`src/ksel_pkg.sv`:
```
// Package for the k-th smallest select unit: sizes of the element store and
// the payload fields, and the command and status records between controller
// and datapath. No dependencies.
package ksel_pkg;

  localparam int MAX_ELEMENTS = 64;
  localparam int ADDR_W       = $clog2(MAX_ELEMENTS);
  localparam int CNT_W        = $clog2(MAX_ELEMENTS + 1);
  localparam int ELEM_W       = 31;
  localparam int RANK_W       = 7;

  typedef struct packed {
    logic take;       // ready on the input channel
    logic init_sel;   // start the first scan pass
    logic rd;         // read the next store entry
    logic next_pass;  // raise the floor to the current pick and rescan
    logic fail;       // record a not-found result
    logic succeed;    // record a found result
    logic emit;       // load the output register, empty the store
  } ksel_cmd_t;

  typedef struct packed {
    logic in_valid;
    logic in_last;
    logic rank_zero;
    logic addr_end;   // read address is the last stored entry
    logic got;        // a value above the floor was seen this pass
    logic pass_done;  // this pass is the rank-th one
    logic out_free;   // output register can take a beat
  } ksel_stat_t;

endpackage

```
`src/ksel_in_if.sv`:
```
// Input channel of the k-th smallest select unit: one list element a beat.
// Depends on ksel_pkg.
interface ksel_in_if
  import ksel_pkg::*;
();
  logic              valid;
  logic              ready;
  logic [ELEM_W-1:0] element;
  logic [RANK_W-1:0] rank;
  logic              last;

  modport source (output valid, element, rank, last, input ready);
  modport sink   (input valid, element, rank, last, output ready);
endinterface

```
`src/ksel_out_if.sv`:
```
// Output channel of the k-th smallest select unit: one result a beat.
// Depends on ksel_pkg.
interface ksel_out_if
  import ksel_pkg::*;
();
  logic              valid;
  logic              ready;
  logic [ELEM_W-1:0] value;
  logic              found;
  logic              overflow;

  modport source (output valid, value, found, overflow, input ready);
  modport sink   (input valid, value, found, overflow, output ready);
endinterface

```
`src/kth_smallest_select_unit.sv`:
```
// Top level of the k-th smallest select unit: controller and datapath.
// Depends on ksel_pkg, ksel_in_if, ksel_out_if, ksel_ctrl and ksel_dp.
//
//   channel  dir  beat carries
//   item     in   element[30:0], rank[6:0], last
//   result   out  value[30:0], found, overflow
//
// Elements load one a cycle between selections. A last element starts
// selection: each pass reads the n stored entries from the store's single
// read port, then drains and decides; up to rank passes run, then the
// result is loaded into the output register (a rank of zero skips the passes).
// Reset is synchronous and empties the list. Loading goes on while a result
// waits; the result load holds, and intake with it, until the output
// register is free.
module kth_smallest_select_unit
  import ksel_pkg::*;
(
  input  logic       clk,
  input  logic       rst,
  ksel_in_if.sink    item,
  ksel_out_if.source result
);

  ksel_cmd_t  cmd;
  ksel_stat_t stat;

  ksel_ctrl u_ctrl (
    .clk  (clk),
    .rst  (rst),
    .stat (stat),
    .cmd  (cmd)
  );

  ksel_dp u_dp (
    .clk    (clk),
    .rst    (rst),
    .item   (item),
    .result (result),
    .cmd    (cmd),
    .stat   (stat)
  );

endmodule

```
`src/ksel_ctrl.sv`:
```
// Controller of the k-th smallest select unit: load, scan passes, decide
// and emit sequencing. Depends on ksel_pkg.
module ksel_ctrl
  import ksel_pkg::*;
(
  input  logic       clk,
  input  logic       rst,
  input  ksel_stat_t stat,
  output ksel_cmd_t  cmd
);

  localparam logic [2:0] S_LOAD   = 3'd0;
  localparam logic [2:0] S_READ   = 3'd1;
  localparam logic [2:0] S_DRAIN  = 3'd2;
  localparam logic [2:0] S_DECIDE = 3'd3;
  localparam logic [2:0] S_EMIT   = 3'd4;

  logic [2:0] state;
  logic [2:0] state_next;

  always_ff @(posedge clk) begin
    if (rst) begin
      state <= S_LOAD;
    end else begin
      state <= state_next;
    end
  end

  always_comb begin
    cmd        = '0;
    state_next = state;
    unique case (state)
      S_LOAD: begin
        cmd.take = 1'b1;
        if (stat.in_valid && stat.in_last) begin
          if (stat.rank_zero) begin
            cmd.fail   = 1'b1;
            state_next = S_EMIT;
          end else begin
            cmd.init_sel = 1'b1;
            state_next   = S_READ;
          end
        end
      end
      S_READ: begin
        cmd.rd = 1'b1;
        if (stat.addr_end) begin
          state_next = S_DRAIN;
        end
      end
      S_DRAIN: begin
        state_next = S_DECIDE;
      end
      S_DECIDE: begin
        priority if (!stat.got) begin
          cmd.fail   = 1'b1;
          state_next = S_EMIT;
        end else if (stat.pass_done) begin
          cmd.succeed = 1'b1;
          state_next  = S_EMIT;
        end else begin
          cmd.next_pass = 1'b1;
          state_next    = S_READ;
        end
      end
      S_EMIT: begin
        if (stat.out_free) begin
          cmd.emit   = 1'b1;
          state_next = S_LOAD;
        end
      end
      default: begin
        state_next = S_LOAD;
      end
    endcase
  end

endmodule

```
`src/ksel_dp.sv`:
```
// Datapath of the k-th smallest select unit: element store, count, scan
// registers, minimum compare and output register. Depends on ksel_pkg and
// the channel interfaces.
module ksel_dp
  import ksel_pkg::*;
(
  input  logic       clk,
  input  logic       rst,
  ksel_in_if.sink    item,
  ksel_out_if.source result,
  input  ksel_cmd_t  cmd,
  output ksel_stat_t stat
);

  logic [ELEM_W-1:0] store [MAX_ELEMENTS];

  logic [CNT_W-1:0]  count;
  logic              overflow_seen;
  logic [ADDR_W-1:0] addr;
  logic [ELEM_W-1:0] rd_data;
  logic              cmp_pending;
  logic [ELEM_W-1:0] floor_val;
  logic              has_floor;
  logic [ELEM_W-1:0] best;
  logic              got;
  logic [RANK_W-1:0] pass_idx;
  logic [RANK_W-1:0] rank_r;
  logic              found_r;
  logic              out_valid;
  logic [ELEM_W-1:0] out_value;
  logic              out_found;
  logic              out_overflow;

  logic load;
  logic has_room;
  logic eligible;
  logic better;

  assign load     = item.valid && cmd.take;
  assign has_room = count < CNT_W'(MAX_ELEMENTS);
  assign eligible = !has_floor || (rd_data > floor_val);
  assign better   = cmp_pending && eligible && (!got || (rd_data < best));

  always_ff @(posedge clk) begin
    if (load && has_room) begin
      store[count[ADDR_W-1:0]] <= item.element;
    end
    rd_data <= store[addr];
  end

  always_ff @(posedge clk) begin
    if (rst) begin
      count         <= '0;
      overflow_seen <= 1'b0;
      cmp_pending   <= 1'b0;
      got           <= 1'b0;
      out_valid     <= 1'b0;
    end else begin
      cmp_pending <= cmd.rd;
      if (cmd.emit) begin
        count         <= '0;
        overflow_seen <= 1'b0;
      end else if (load) begin
        if (has_room) begin
          count <= count + CNT_W'(1);
        end else begin
          overflow_seen <= 1'b1;
        end
      end
      if (cmd.init_sel || cmd.next_pass) begin
        got <= 1'b0;
      end else if (better) begin
        got <= 1'b1;
      end
      if (cmd.emit) begin
        out_valid <= 1'b1;
      end else if (result.ready) begin
        out_valid <= 1'b0;
      end
    end
  end

  always_ff @(posedge clk) begin
    if (cmd.init_sel) begin
      has_floor <= 1'b0;
      pass_idx  <= '0;
      rank_r    <= item.rank;
      addr      <= '0;
    end else if (cmd.next_pass) begin
      has_floor <= 1'b1;
      floor_val <= best;
      pass_idx  <= pass_idx + RANK_W'(1);
      addr      <= '0;
    end else if (cmd.rd) begin
      addr <= addr + ADDR_W'(1);
    end
    if (better) begin
      best <= rd_data;
    end
    if (cmd.fail) begin
      found_r <= 1'b0;
    end else if (cmd.succeed) begin
      found_r <= 1'b1;
    end
    if (cmd.emit) begin
      out_value    <= found_r ? best : '0;
      out_found    <= found_r;
      out_overflow <= overflow_seen;
    end
  end

  assign item.ready      = cmd.take;
  assign result.valid    = out_valid;
  assign result.value    = out_value;
  assign result.found    = out_found;
  assign result.overflow = out_overflow;

  always_comb begin
    stat.in_valid  = item.valid;
    stat.in_last   = item.last;
    stat.rank_zero = item.rank == '0;
    stat.addr_end  = (CNT_W'(addr) + CNT_W'(1)) == count;
    stat.got       = got;
    stat.pass_done = (pass_idx + RANK_W'(1)) == rank_r;
    stat.out_free  = !out_valid || result.ready;
  end

endmodule
```
`src/flat_wrapper.sv`:
```
// flat-port wrapper written by rule: the top's interface ports become plain ports
module kth_smallest_select_unit_flat import ksel_pkg::*;
  (clk, rst, item_valid, item_element, item_rank, item_last, item_ready, result_valid, result_value, result_found, result_overflow, result_ready);
  ksel_in_if item_i ();
  ksel_out_if result_i ();
  input  logic clk;
  input  logic rst;
  input wire logic [$bits(item_i.valid)-1:0] item_valid;
  input wire logic [$bits(item_i.element)-1:0] item_element;
  input wire logic [$bits(item_i.rank)-1:0] item_rank;
  input wire logic [$bits(item_i.last)-1:0] item_last;
  output wire logic [$bits(item_i.ready)-1:0] item_ready;
  output wire logic [$bits(result_i.valid)-1:0] result_valid;
  output wire logic [$bits(result_i.value)-1:0] result_value;
  output wire logic [$bits(result_i.found)-1:0] result_found;
  output wire logic [$bits(result_i.overflow)-1:0] result_overflow;
  input wire logic [$bits(result_i.ready)-1:0] result_ready;
  assign item_i.valid = item_valid;
  assign item_i.element = item_element;
  assign item_i.rank = item_rank;
  assign item_i.last = item_last;
  assign item_ready = item_i.ready;
  assign result_valid = result_i.valid;
  assign result_value = result_i.value;
  assign result_found = result_i.found;
  assign result_overflow = result_i.overflow;
  assign result_i.ready = result_ready;
  kth_smallest_select_unit u_core (.clk(clk), .rst(rst), .item(item_i), .result(result_i));
endmodule
```
`config.mk`:
```
export PLATFORM = sky130hd
export DESIGN_NAME = kth_smallest_select_unit_flat
export DESIGN_NICKNAME = d
export VERILOG_FILES = /design/src/ksel_pkg.sv /design/src/ksel_in_if.sv /design/src/ksel_out_if.sv /design/src/kth_smallest_select_unit.sv /design/src/ksel_ctrl.sv /design/src/ksel_dp.sv /design/src/flat_wrapper.sv
export SDC_FILE = /design/constraint.sdc
export NUM_CORES = 2
export LEC_CHECK = 0
export ABC_CLOCK_PERIOD_IN_PS = 9710
export BUFFER_PORTS_ARGS = -buffer_cell sky130_fd_sc_hd__buf_2
export CORE_MARGIN = 2
export CORE_UTILIZATION = 53
export DETAILED_ROUTE_END_ITERATION = 10
export PLACE_DENSITY = 0.69
export SETUP_SLACK_MARGIN = 0.4
export SLEW_MARGIN = 20
export SYNTH_ARGS = -nofsm -noshare
export SYNTH_HDL_FRONTEND = slang
export SYNTH_SLANG_ARGS = --single-unit
export TNS_END_PERCENT = 10
```
`constraint.sdc`:
```
create_clock -name clk -period 9.71 [get_ports clk]
set_input_delay 1.942 -clock clk [delete_from_list [all_inputs] [get_ports clk]]
set_output_delay 1.942 -clock clk [all_outputs]
set_load 0.03 [all_outputs]
```
# Word-level counts from Yosys, hierarchy flattened
# Memories as Yosys holds them, arrays and structs flattened. A register that Yosys moved wholly into a read port is not among the register bits.
# Index checks and enable logic that the tools add are counted.
# word_totals
register_bits	131
ramBits	1984
input_bits	43
output_inout_bits	35
word_cells	84
memories	1
# memory_table
name	words	word_bits	read_ports	rd_clocked_by_memory_dff	wr	line_no	text
u_core.u_dp.store	64	31	1	1	1	ksel_dp.sv:15	logic [ELEM_W-1:0] store [MAX_ELEMENTS];
# classes
n_addsub	4
order_cmp	3
n_eq_ne	9
n_mux	27
bitwise	2
n_reduce_logical	22
# op_table
op	n
31-bit greater-than comparator	1
31-bit less-than comparator	1
1-bit two-way mux	18
3-bit two-way mux	6
3-bit one-hot mux with 5 select lines	1
7-bit by 1-bit adder with 7-bit output, second input constant	2
7-bit == test	2
6-bit by 1-bit adder with 7-bit output, second input constant	1
7-bit logical NOT	1
7-bit less-than comparator, second input constant	1
6-bit by 1-bit adder with 6-bit output, second input constant	1
3-bit by 2-bit == test with 1-bit output, second input constant	2
2-bit AND reduction	3
2-bit OR reduction	3
1-bit logical AND	5
1-bit logical OR	4
2-bit by 1-bit != test with 1-bit output, second input constant	2
3-bit by 1-bit == test with 1-bit output, second input constant	1
3-bit == test, second input constant	1
1-bit logical NOT	3
3-bit logical NOT	1
3-bit AND reduction	1
2-bit two-way mux	1
2-bit != test, second input constant	1
3 further kinds	4

# Depth between registers and ports, before layout
# depth
word_depth	8
ltp_mapped	9
mapped_depth_nobuf	8

# Hierarchy
# From an unflattened synthesis, not the netlist that was laid out.
# hier_totals
cells_unflattened	3643
area_unflattened_um2	82791.9
# modules_own_cells
mod	n_inst	cells_each	area_each_um2	seq_area_each_um2
ksel_dp	1	3610	82516.6	63781.2
ksel_ctrl	1	33	275.3	60.1

# Least setup slack after synthesis
# OpenSTA, ideal clock, no wires.
# synth_path
kind	reg2reg
start	reg u_core.u_dp.floor_val[30]
end	reg u_core.u_dp.best[0], enable pin
setup_ns	0.497
t_arrival_ns	4.535
required_time_ns	9.213
path_slack_ns	4.678
stages_incl_launch_ff	9
path_buffers	0
period_less_slack_ns	5.032
path_cell_list	edfxtp_1 -> inv_1 -> ha_1 -> nand4_1 -> nor4_1 -> nand4_1 -> a31oi_1 -> a31oi_1 -> nor4_1
# synth_via
elab_chain_cells	4
# synth_rtl
item	line_no	text
from (decl)	ksel_dp.sv:22	logic [ELEM_W-1:0] floor_val;
from (signal assigned)	ksel_dp.sv:91	floor_val <= best;
31-bit greater-than comparator	ksel_dp.sv:41	assign eligible = !has_floor || (rd_data > floor_val);
1-bit logical OR	ksel_dp.sv:41	
1-bit logical AND (2 in a row)	ksel_dp.sv:42	assign better = cmp_pending && eligible && (!got || (rd_data < best));
named net u_core.u_dp.better	ksel_dp.sv:37	logic better;
to (signal assigned)	ksel_dp.sv:98	best <= rd_data;
to (decl)	ksel_dp.sv:24	logic [ELEM_W-1:0] best;
# The timed path passes the listed nets, and every way through them passes these cells.
# A chain may end at the register's enable or synchronous reset.

# Worst setup path after layout
# layout_path
start	in item_valid
end	mem u_core.u_dp.store[23][12], enable pin
# layout_via
elab_chain_cells	4
# layout_rtl
item	line_no	text
from (decl)	flat_wrapper.sv:8	input wire logic [$bits(item_i.valid)-1:0] item_valid;
1-bit logical AND	ksel_dp.sv:39	assign load = item.valid && cmd.take;
1-bit logical AND	ksel_dp.sv:45	if (load && has_room) begin
1-bit two-way mux	ksel_dp.sv:45	
1-bit two-way mux (implied by the code)	ksel_dp.sv:46	store[count[ADDR_W-1:0]] <= item.element;
to (decl)	ksel_dp.sv:15	
# No other way between the ends.

==> metrics.md <==
| Metric | Value |
|---|---|
| Crit path DAT | `5.12 ns` |
| Hold buffers post-CTS | `0` |
| Minimum clock period | `4.62 ns` |
| Via count | `37700` |
| Setup CP Type | `primary input to flop` |
| Setup Buffers After CTS | `0` |
| Die height | `398 um` |
| Pre-antenna DRT Iters | `5` |
| Placer Congestion | `0.832` |
| Share of power burned in registers | `0.463` |
| Clk sink count | `2146` |
| Final hold viol count | `0` |
| Total Power | `23.2 mW` |
| DRT antenna net count | `0` |
| Primary FF master, synth | `edfxtp_1` |
| Slowest cell on crit path | `nor2_4` |
| Top cells by area, synth | `edfxtp_1 (76%), mux4_2 (17%), dfxtp_1 (1.5%), ha_1 (0.97%), a22oi_1 (0.57%)` |
| Deepest clock path buffer count | `3` |
| Combinational power share | `0.199` |
| Initial Util | `0.534` |
| Cell Area, Synth | `82300 um2` |
| Dpl hpwl | `103000 um` |
| DRT iter0 DRCs | `4280` |
| Nets | `3852` |
| EDFF count, synth | `2086` |
| P_int | `17.2 mW` |
| Tot GR Track Use | `0.240` |
| Unrepaired setup endpoints after global routing | `false` |
| Initial antenna violation count | `11` |
| Layout area overhead | `12.8%` |
| Yosys warning count | `0` |
| Layout cell share with drive strength beyond 1 | `0.300` |
| Vias in the first global route | `38100` |
| CP Capture Type | `flop` |
| Mean post-synth cell area | `23.4 um2` |
| Pins Over Slew Limit | `0` |
| Syn_nets | `3630` |
| IO Pins | `78` |
| Clock transition at path regs | `0.06 ns` |
| Largest stage delay, worst path | `1.08 ns` |
| Core Region | `154000 um2` |
| Clock latency on the worst-skew pair | `0.82 ns` |
| # DRC | `0` |
| CTS tree | `built` |
| Rows | `144` |
| Max Cap Viol | `0` |
| Sequential area share after synthesis | `0.776` |
| Worst EP required | `10.21 ns` |
| CTS root buffer | `clkbuf_16` |
| Commonest non-fill, non-tap cell in the layout | `edfxtp_1` |
| CP cell instances | `buf_2 -> and3_1 -> nand4_1 -> nor2_4 -> buf_4` |
| Leakage | `28.8 nW` |
| Normalized max-slew margin | `0.224` |
| Ys async rst share | `0` |
| VDD IR max | `192 uV` |
| Hold Crit Class | `flop to flop` |
| Total CTS buffers | `206` |
| Switching pwr | `5.97 mW` |
| FMAX | `216 MHz` |
| Status | `finished clean` |
| Top-area cell type share of the netlist area | `0.761` |
| First-pass GRT wire length | `269000 um` |
| Pin count of the biggest net entering global routing | `118` |
| Slew of the pin with the lowest slew margin | `1.16 ns` |
| Register bit total from synthesis | `2146` |
| Worst setup SP type | `primary input` |
| Tcrit/Tclk final | `0.476` |
| Synth unique cells | `56` |
| DRT Wirelength | `188000 um` |
| Clock share of power | `0.338` |
| Switching Fraction | `0.258` |
| Setup TNS | `0 ns` |
| Chip Width | `398 um` |
| Via density | `6.32` |
| Wire length per cell | `31.5 um` |
| Skew final | `0.0271 ns` |
| GRT overflow | `0` |
| Synth Instances | `3523` |
| Pwr Density | `250 nW/um2` |
| Post-CTS resize count | `0` |
| IO buf count | `77` |
| Commonest non-fill, non-tap cells in the layout | `edfxtp_1 (2086), mux4_2 (620), clkbuf_16 (208)` |
| Leading area contributor after synthesis | `edfxtp_1` |
| Final setup viols | `0` |
| Die area | `158000 um2` |
| Max H-tree Level | `4` |
| Worst Path Max Fanout | `18` |
cell usage after synthesis (2+ instances only):
master,instances
o211a_1,2
a21o_1,7
xor2_1,13
ha_1,64
nor2_1,97
a22oi_1,62
o21ai_0,15
o211ai_1,4
nor3_1,7
xnor2_1,13
nor2b_1,6
nand2b_1,6
clkbuf_1,94
nand3b_1,2
buf_6,6
buf_2,38
and2_1,32
or2_2,3
buf_1,17
a2111oi_0,2
a211oi_1,5
nand3_1,18
mux4_2,620
or4_1,3
or3_1,2
dfxtp_1,60
buf_4,19
or3b_2,2
a211o_1,5
nand4_1,16
nor3b_1,5
edfxtp_1,2086
nor4_1,7
a31oi_1,6
a21oi_1,22
nand2_1,62
mux2i_1,2
o32a_1,2
and3_1,5
inv_1,70
final cells by class:
cell class                 instances  area [um2]
clock inverter                   105        1030
antenna                            1        2.50
timing repair buffer             188        1630
fill                           10600       61400
sequential                      2146       63900
inverter                          70         263
clock buffer                     278        5590
multi-input combinational       1133       17900
tap                             2044        2560
sequential cells by signal, indices dropped and copies added, names as in the netlist, 3 cells and up:
signal,cells
u_core.u_dp.best,31
u_core.u_dp.floor_val,31
u_core.u_ctrl.state,3
u_core.u_dp.count,7
u_core.u_dp.rd_data,31
u_core.u_dp.addr,6
u_core.u_dp.pass_idx,7
u_core.u_dp.result.value,31
u_core.u_dp.store,1984
u_core.u_dp.rank_r,7
power groups by stage:
stage	registers (mW)	logic [mW]	clock network (mW)
floorplan	10.7	3.52	0
finish	10.7	4.62	7.83
CTS	10.7	4.71	7.95
global route	10.7	4.93	8.30
detailed placement	10.9	4.69	0
global placement	10.9	4.64	0
final timing paths:
kind	startpoint	end	slack, ns	cells after the start
setup / recovery	item_valid	u_core.u_dp.store[23][12]	5.09	5
hold / removal	u_core.u_dp.overflow_seen	u_core.u_dp.result.overflow	0.46	0
setup reg to reg	u_core.u_dp.addr[1]	u_core.u_dp.rd_data[11]	5.25	6
hold reg to reg	u_core.u_dp.overflow_seen	u_core.u_dp.result.overflow	0.46	0
per-stage QoR:
step / std cells / cell area, um2 / setup WS, ns / utilization / hold WS (ns)
4_1_cts: 5957 / 92600 / 5.14 / 0.600 / 0.468
3_3_place_gp: 5565 / 85700 / 4.39 / 0.556 / 0.425
6_report: 5965 / 92800 / 5.09 / 0.602 / 0.462
2_1_floorplan: 3523 / 82300 / 4.68 / - / 0.409
5_1_grt: 5964 / 92800 / 4.96 / 0.602 / 0.473
3_5_place_dp: 5574 / 86000 / 4.26 / 0.557 / 0.438
cells by family (layout without fill, tap and decap cells):
group                      after synthesis  count (layout)  synth area share
DFF                                   2146            2146             0.776
xor gates and xnor gates                27              27           0.00304
other                                    0               1                 0
AOI/OAI and AO/OA                      143             143            0.0124
buffers and inverters                  244             641            0.0131
muxes                                  622             622             0.170
adders and majority gates               64              64           0.00973
and+or+nand+nor                        277             277            0.0162
worst max-delay path, delay by kind of cell:
family	cells	cell delay (ns)
buffers and inverters	2	0.50
and+or+nand+nor	3	2.65
layer usage:
metal | vias up | global-route usage | wire (um) | part of all wire
met2 | 1778 | 0.371 | 89200 | 0.48
met5 | - | 0 | 26 | 0.00014
met1 | 20200 | 0.340 | 74200 | 0.40
li1 | 15400 | - | - | -
met3 | 301 | 0.0633 | 18900 | 0.10
met4 | 4 | 0.0726 | 5310 | 0.028
(Power assumes the default switching activity.)
